==> src/hdl/plti_pkg.sv <==
`default_nettype none

package plti_pkg;

  localparam int MAX_SAMPLES_DEF = 256;
  localparam int DATA_WIDTH_DEF  = 32;

  localparam int CFG_WIDTH    = 9;
  localparam int INDEX_WIDTH  = 8;
  localparam int REGION_WIDTH = 2;

  localparam logic [CFG_WIDTH-1:0] SAMPLES_RESET = 9'd256;

  localparam logic KIND_LOAD  = 1'b0;
  localparam logic KIND_QUERY = 1'b1;

  localparam logic [REGION_WIDTH-1:0] REGION_BELOW  = 2'd0;
  localparam logic [REGION_WIDTH-1:0] REGION_INSIDE = 2'd1;
  localparam logic [REGION_WIDTH-1:0] REGION_ABOVE  = 2'd2;

  // sequencer -> arithmetic unit
  typedef struct packed {
    logic start;
    logic anchor_hi;
  } plti_req_t;

  // arithmetic unit -> sequencer
  typedef struct packed {
    logic done;
    logic sat;
  } plti_rsp_t;

endpackage

`default_nettype wire

==> src/hdl/plti_ctrl.sv <==
`default_nettype none

// Query sequencer: reads end entries, classifies, scans one entry per cycle,
// hands the bracketing pair to the arithmetic unit and holds the result.
module plti_ctrl #(
  parameter int MAX_SAMPLES = plti_pkg::MAX_SAMPLES_DEF,
  parameter int DATA_WIDTH  = plti_pkg::DATA_WIDTH_DEF
) (
  input  wire logic                             clk,
  input  wire logic                             rst,
  input  wire logic                             in_valid,
  output logic                                  in_ready,
  input  wire logic                             kind,
  input  wire logic [plti_pkg::INDEX_WIDTH-1:0] entry_index,
  input  wire logic [DATA_WIDTH-1:0]            sample_point,
  input  wire logic [DATA_WIDTH-1:0]            sample_value,
  input  wire logic [DATA_WIDTH-1:0]            query_point,
  input  wire logic [plti_pkg::CFG_WIDTH-1:0]   samples_in_use,
  output logic                                  out_valid,
  input  wire logic                             out_ready,
  output logic      [DATA_WIDTH-1:0]            interp_value,
  output logic      [plti_pkg::REGION_WIDTH-1:0] region,
  output logic                                  saturated,
  output logic                                  mem_we,
  output logic      [$clog2(MAX_SAMPLES)-1:0]   mem_waddr,
  output logic      [2*DATA_WIDTH-1:0]          mem_wdata,
  output logic      [$clog2(MAX_SAMPLES)-1:0]   mem_raddr,
  input  wire logic [2*DATA_WIDTH-1:0]          mem_rdata,
  output logic      [DATA_WIDTH-1:0]            lo_point,
  output logic      [DATA_WIDTH-1:0]            lo_value,
  output logic      [DATA_WIDTH-1:0]            hi_point,
  output logic      [DATA_WIDTH-1:0]            hi_value,
  output logic      [DATA_WIDTH-1:0]            q_point,
  output plti_pkg::plti_req_t                   arith_req,
  input  wire plti_pkg::plti_rsp_t              arith_rsp,
  input  wire logic [DATA_WIDTH-1:0]            arith_value
);

  import plti_pkg::*;

  localparam int DW = DATA_WIDTH;
  localparam int AW = $clog2(MAX_SAMPLES);

  typedef enum logic [8:0] {
    S_IDLE   = 9'b000000001,
    S_RD0    = 9'b000000010,
    S_RDL    = 9'b000000100,
    S_BELOW  = 9'b000001000,
    S_ABOVE  = 9'b000010000,
    S_SEARCH = 9'b000100000,
    S_START  = 9'b001000000,
    S_ARITH  = 9'b010000000,
    S_FIN    = 9'b100000000
  } state_t;

  state_t state, state_next;

  logic [AW-1:0]           idx;
  logic [AW-1:0]           last_idx;
  logic [AW-1:0]           last_calc;
  logic                    anchor_hi;
  logic [DW-1:0]           res_value;
  logic                    res_sat;
  logic [REGION_WIDTH-1:0] res_region;

  logic [DW-1:0] rd_point, rd_value;
  logic          q_lt_lo, q_lt_rd, q_gt_rd;
  logic          query_acc;
  logic          out_load;

  assign rd_point = mem_rdata[2*DW-1:DW];
  assign rd_value = mem_rdata[DW-1:0];

  assign q_lt_lo = $signed(q_point) < $signed(lo_point);
  assign q_lt_rd = $signed(q_point) < $signed(rd_point);
  assign q_gt_rd = $signed(q_point) > $signed(rd_point);

  assign in_ready  = (state == S_IDLE);
  assign query_acc = in_valid && in_ready && (kind == KIND_QUERY);
  assign out_load  = (state == S_FIN) && (!out_valid || out_ready);

  // loads write straight through; out-of-range indexes are dropped
  assign mem_we    = in_valid && in_ready && (kind == KIND_LOAD)
                     && (int'(entry_index) < MAX_SAMPLES);
  assign mem_waddr = AW'(entry_index);
  assign mem_wdata = {sample_point, sample_value};

  // count clamped to [2, MAX_SAMPLES], as an index of the last entry
  always_comb begin
    if (samples_in_use < CFG_WIDTH'(2)) begin
      last_calc = AW'(1);
    end else if (int'(samples_in_use) > MAX_SAMPLES) begin
      last_calc = AW'(MAX_SAMPLES - 1);
    end else begin
      last_calc = AW'(samples_in_use - CFG_WIDTH'(1));
    end
  end

  // address for data seen in the next state; below the table wins over above
  always_comb begin
    case (state)
      S_RD0:    mem_raddr = last_idx;
      S_RDL:    mem_raddr = (!q_lt_lo && q_gt_rd) ? last_idx - AW'(1) : AW'(1);
      S_SEARCH: mem_raddr = idx + AW'(1);
      default:  mem_raddr = '0;
    endcase
  end

  always_comb begin
    state_next = state;
    case (state)
      S_IDLE:   if (query_acc) state_next = S_RD0;
      S_RD0:    state_next = S_RDL;
      S_RDL: begin
        if (q_lt_lo) begin
          state_next = S_BELOW;
        end else if (q_gt_rd) begin
          state_next = S_ABOVE;
        end else begin
          state_next = S_SEARCH;
        end
      end
      S_BELOW:  state_next = S_START;
      S_ABOVE:  state_next = S_START;
      S_SEARCH: begin
        if (q_lt_rd) begin
          state_next = S_START;
        end else if (idx == last_idx) begin
          state_next = S_FIN;
        end
      end
      S_START:  state_next = S_ARITH;
      S_ARITH:  if (arith_rsp.done) state_next = S_FIN;
      S_FIN:    if (out_load) state_next = S_IDLE;
      default:  state_next = S_IDLE;
    endcase
  end

  always_ff @(posedge clk) begin
    if (rst) begin
      state     <= S_IDLE;
      out_valid <= 1'b0;
    end else begin
      state <= state_next;
      if (out_load) begin
        out_valid <= 1'b1;
      end else if (out_ready) begin
        out_valid <= 1'b0;
      end
    end
  end

  always_ff @(posedge clk) begin
    case (state)
      S_IDLE: begin
        if (query_acc) begin
          q_point  <= query_point;
          last_idx <= last_calc;
        end
      end
      S_RD0: begin
        lo_point <= rd_point;
        lo_value <= rd_value;
      end
      S_RDL: begin
        hi_point <= rd_point;
        hi_value <= rd_value;
        idx      <= AW'(1);
        if (q_lt_lo) begin
          res_region <= REGION_BELOW;
        end else if (q_gt_rd) begin
          res_region <= REGION_ABOVE;
        end else begin
          res_region <= REGION_INSIDE;
        end
      end
      S_BELOW: begin
        hi_point  <= rd_point;
        hi_value  <= rd_value;
        anchor_hi <= 1'b0;
      end
      S_ABOVE: begin
        lo_point  <= rd_point;
        lo_value  <= rd_value;
        anchor_hi <= 1'b1;
      end
      S_SEARCH: begin
        if (q_lt_rd) begin
          hi_point  <= rd_point;
          hi_value  <= rd_value;
          anchor_hi <= 1'b0;
        end else if (idx == last_idx) begin
          // query sits on the last point
          res_value <= rd_value;
          res_sat   <= 1'b0;
        end else begin
          lo_point <= rd_point;
          lo_value <= rd_value;
          idx      <= idx + AW'(1);
        end
      end
      S_ARITH: begin
        if (arith_rsp.done) begin
          res_value <= arith_value;
          res_sat   <= arith_rsp.sat;
        end
      end
      default: ;
    endcase
  end

  always_ff @(posedge clk) begin
    if (out_load) begin
      interp_value <= res_value;
      region       <= res_region;
      saturated    <= res_sat;
    end
  end

  assign arith_req = '{start: (state == S_START), anchor_hi: anchor_hi};

endmodule

`default_nettype wire

==> config.mk <==
export PLATFORM = sky130hd
export DESIGN_NAME = plti_ctrl
export DESIGN_NICKNAME = d
export VERILOG_FILES = /design/src/hdl/plti_pkg.sv /design/src/hdl/plti_ctrl.sv
export SDC_FILE = /design/constraint.sdc
export NUM_CORES = 1
export LEC_CHECK = 0
export BUFFER_PORTS_ARGS = -buffer_cell sky130_fd_sc_hd__buf_4
export CORE_AREA = 2 2 192 194
export CTS_BUF_LIST = sky130_fd_sc_hd__clkbuf_8
export DETAILED_ROUTE_END_ITERATION = 6
export DIE_AREA = 0 0 194 196
export GPL_TIMING_DRIVEN = 1
export SYNTH_ARGS = -nofsm -noshare
export SYNTH_HDL_FRONTEND = slang
export SYNTH_SLANG_ARGS = --single-unit
==> constraint.sdc <==
create_clock -name clk -period 5.5 [get_ports clk]
set_clock_uncertainty 0.05 [all_clocks]
set_input_delay 0.825 -clock clk [delete_from_list [all_inputs] [get_ports clk]]
set_output_delay 0.825 -clock clk [all_outputs]
set_load 0.01 [all_outputs]
==> flow_summary.ini <==
[status]
status = finished, final reports clean

[drt]
wire_per_inst_um = 19.5
first_pass_iters = 4
drtIter0Drc = 315
vias = 7501
avgViaCountPerCell = 4.56
ant_nets = 0
drcViolationCount = 0
wirelength_um = 32100

[die]
num_rows = 70
num_io_pins = 496
initial_utilization_pct = 31.1
die_y_um = 196
die-area_mm2 = 0.0380
core_area_mm2 = 0.0361
die_w_um = 194

[job]
drv_cap = 0

[global_routing]
grt_antenna_before_repair = 0
grt_first_pass_wirelength_um = 47000
grt_max_degree = 41
overflow = 0
grt_pass1_vias = 7672
grt_util_all_layers_pct = 16.5

[power_and_ir_drop]
internal_power_w = 0.00371
power_switching_w = 0.00133
seqPwrFrac_pct = 47.4
power_density_mw_per_mm2 = 338
pwr-share-comb_pct = 15.6
leakage_nw = 6.33
p_sw_share_pct = 26.4
irDropWorstVdd_mv = 0.203
p_clk_share_pct = 37.0

[synthesis]
syn-num-nets = 1106
synth-seq-cells = 257
yosysWarnings = 0
synth.avg_cell_area_um2 = 13.6
synth_top_area_share_pct = 66.0
synth_cell_types = 58
ys_seq_area_share_pct = 67.8
yosys-top-cells-area = edfxtp_1, ha_1, buf_4
synth_top_area_cell = edfxtp_1
async_flop_share_pct = 0
synth_edf_count = 247
synth_cells = 824
synth_ff_type = edfxtp_1
yosys-top-cells-count = edfxtp_1, nand2_1, inv_1
yosysMostFrequentCell = edfxtp_1
syn_area_mm2 = 0.0112

[setup_path]
cp_slowest_cell = a211oi_2
cp_cell_sequence = ha_1 > nand4_1 > nor4_1 > a21boi_2 > o41a_1 > o211ai_1 > a211oi_2 > a21oi_1 > o211ai_1 > buf_4
r2r_cells = 10
slowest_delay_ns = 0.66
end_kind = primary output
arrival_ns = 4.00
cpMostUsedCell = o211ai_1
path_class = flop to primary output
cp.required_ns = 4.62
cp-start-kind = flop
reg2reg_slack_ns = 1.58
timing.rr.end = hi_value[29]
crit_fanout = 12
reg2reg_from = q_point[15]

[sta]
worstMarginPinSlew_ns = 1.05
timing.final.crit_period_ns = 4.88
rsz0062_at_grt = false
max_slew_margin_pct = 30.0
tns_ns = 0
fmax_mhz = 205
whs_ns = 0.348
finalCritPeriodShare_pct = 88.7
drv_slew = 0
setup_violations = 0
hold_viol_final = 0

[place]
routabilityCongestion = 0.797
port_buffers = 351
dp_hpwl_um = 24400

[clock_tree]
clk_path_buf_depth = 3
cts_setup_buffers = 0
cts.reportedPaths.clkPinSlew_ns = 0.06
clkLatencyLatePin_ns = 0.60
cts_buffers = 45
cts-hold-fix-buffers = 0
cts_tree = yes
htree_num_levels = 2
cts_root_buf = clkbuf_8
ctsResizeCount = 0
clkSinkCount = 257

[worst_hold_path]
hold_start = query_point[15]
hold_class = primary input to flop
min_to = q_point[15]
hold_depth = 1

[finish]
fillers = 3379
drive_above_1_share_pct = 37.7
multi_input_area_mm2 = 0.00274
nets = 1430
register_area_mm2 = 0.00762
syn2layout_area_growth_pct = 32.6
fin_util_pct = 41.3
num_antenna_cells = 0
layout by cell type (no fill, tap or decap), drive strengths merged, types with 2 or more instances in the layout:
cell type,count
or3,8
o211ai,5
a221oi,3
inv,88
xnor2,15
dfxtp,10
a21o,11
o21ai,11
nor3,12
xor2,5
and3,7
nor2b,2
nand3,13
and4,4
nand2b,8
ha,66
nor4,3
a211o,5
nor3b,7
clkbuf,45
clkinv,15
o31ai,2
nand2,120
o221ai,2
bufinv,6
and2,3
a21oi,35
buf,359
a22o,2
edfxtp,247
nand4,13
nor2,28
through the flow:
step                      area (um^2)  total power (W)  cells  worst slack, ns
after floorplan                 11200          0.00285    824             1.07
after global routing            14900          0.00528   1646            0.303
final                           14900          0.00503   1646            0.620
after global placement          14000          0.00320   1569            0.720
after CTS                       14900          0.00512   1646            0.507
after detailed placement        14000          0.00322   1569            0.704
power by group through the flow:
stage                     combinational [W]  clock (W)  sequential (W)
final                              0.000786    0.00187         0.00238
after global routing               0.000869    0.00201         0.00240
after CTS                          0.000797    0.00194         0.00239
after detailed placement           0.000793          0         0.00243
after global placement             0.000780          0         0.00242
after floorplan                    0.000392          0         0.00245
routing by layer:
metal / GRT usage, % / vias up / part of all wire [%]
met5: 0 / - / 0
met4: 7.41 / 0 / 3.2
met3: 4.93 / 61 / 7.8
met2: 28.5 / 354 / 49
met1: 19.0 / 3536 / 39
li1: - / 3550 / -
cell type report:
class / instances / share of cell area (%)
tap: 468 / 3.93
inverter: 78 / 1.97
clock buffer: 45 / 4.16
timing repair buffer: 359 / 18.3
clock inverter: 32 / 2.13
multi-input combinational: 407 / 18.4
sequential: 257 / 51.1
critical path, delay by kind of cell, from the launching register on:
kind	cells	cell delay (ns)
buf+inv	1	0.15
flops	1	0.43
compound gates	6	1.77
simple gates	2	0.71
fa+ha+maj	1	0.34
worst max path at each step:
stage | endpoint | startpoint
after floorplan | hi_point[0] | mem_rdata[46]
after global placement | mem_raddr[5] | mem_rdata[47]
after detailed placement | mem_raddr[5] | mem_rdata[47]
after CTS | mem_raddr[5] | q_point[15]
after global routing | mem_raddr[5] | q_point[14]
final | mem_raddr[2] | q_point[15]
flip-flops by register name (all words and copies together) (netlist names), 9 cells and up:
name / flops
lo_point: 32
state: 9
q_point: 32
interp_value: 32
hi_point: 32
hi_value: 32
res_value: 32
lo_value: 32
cells by family after synthesis:
| group | Yosys count | share of synthesized area [%] |
|---|---|---|
| buf+inv | 160 | 8.01 |
| xor+xnor | 20 | 1.56 |
| flops | 257 | 67.8 |
| fa+ha+maj | 66 | 7.35 |
| simple gates | 232 | 9.84 |
| compound gates | 89 | 5.46 |
Note: power is estimated with default switching activity, not from simulation.
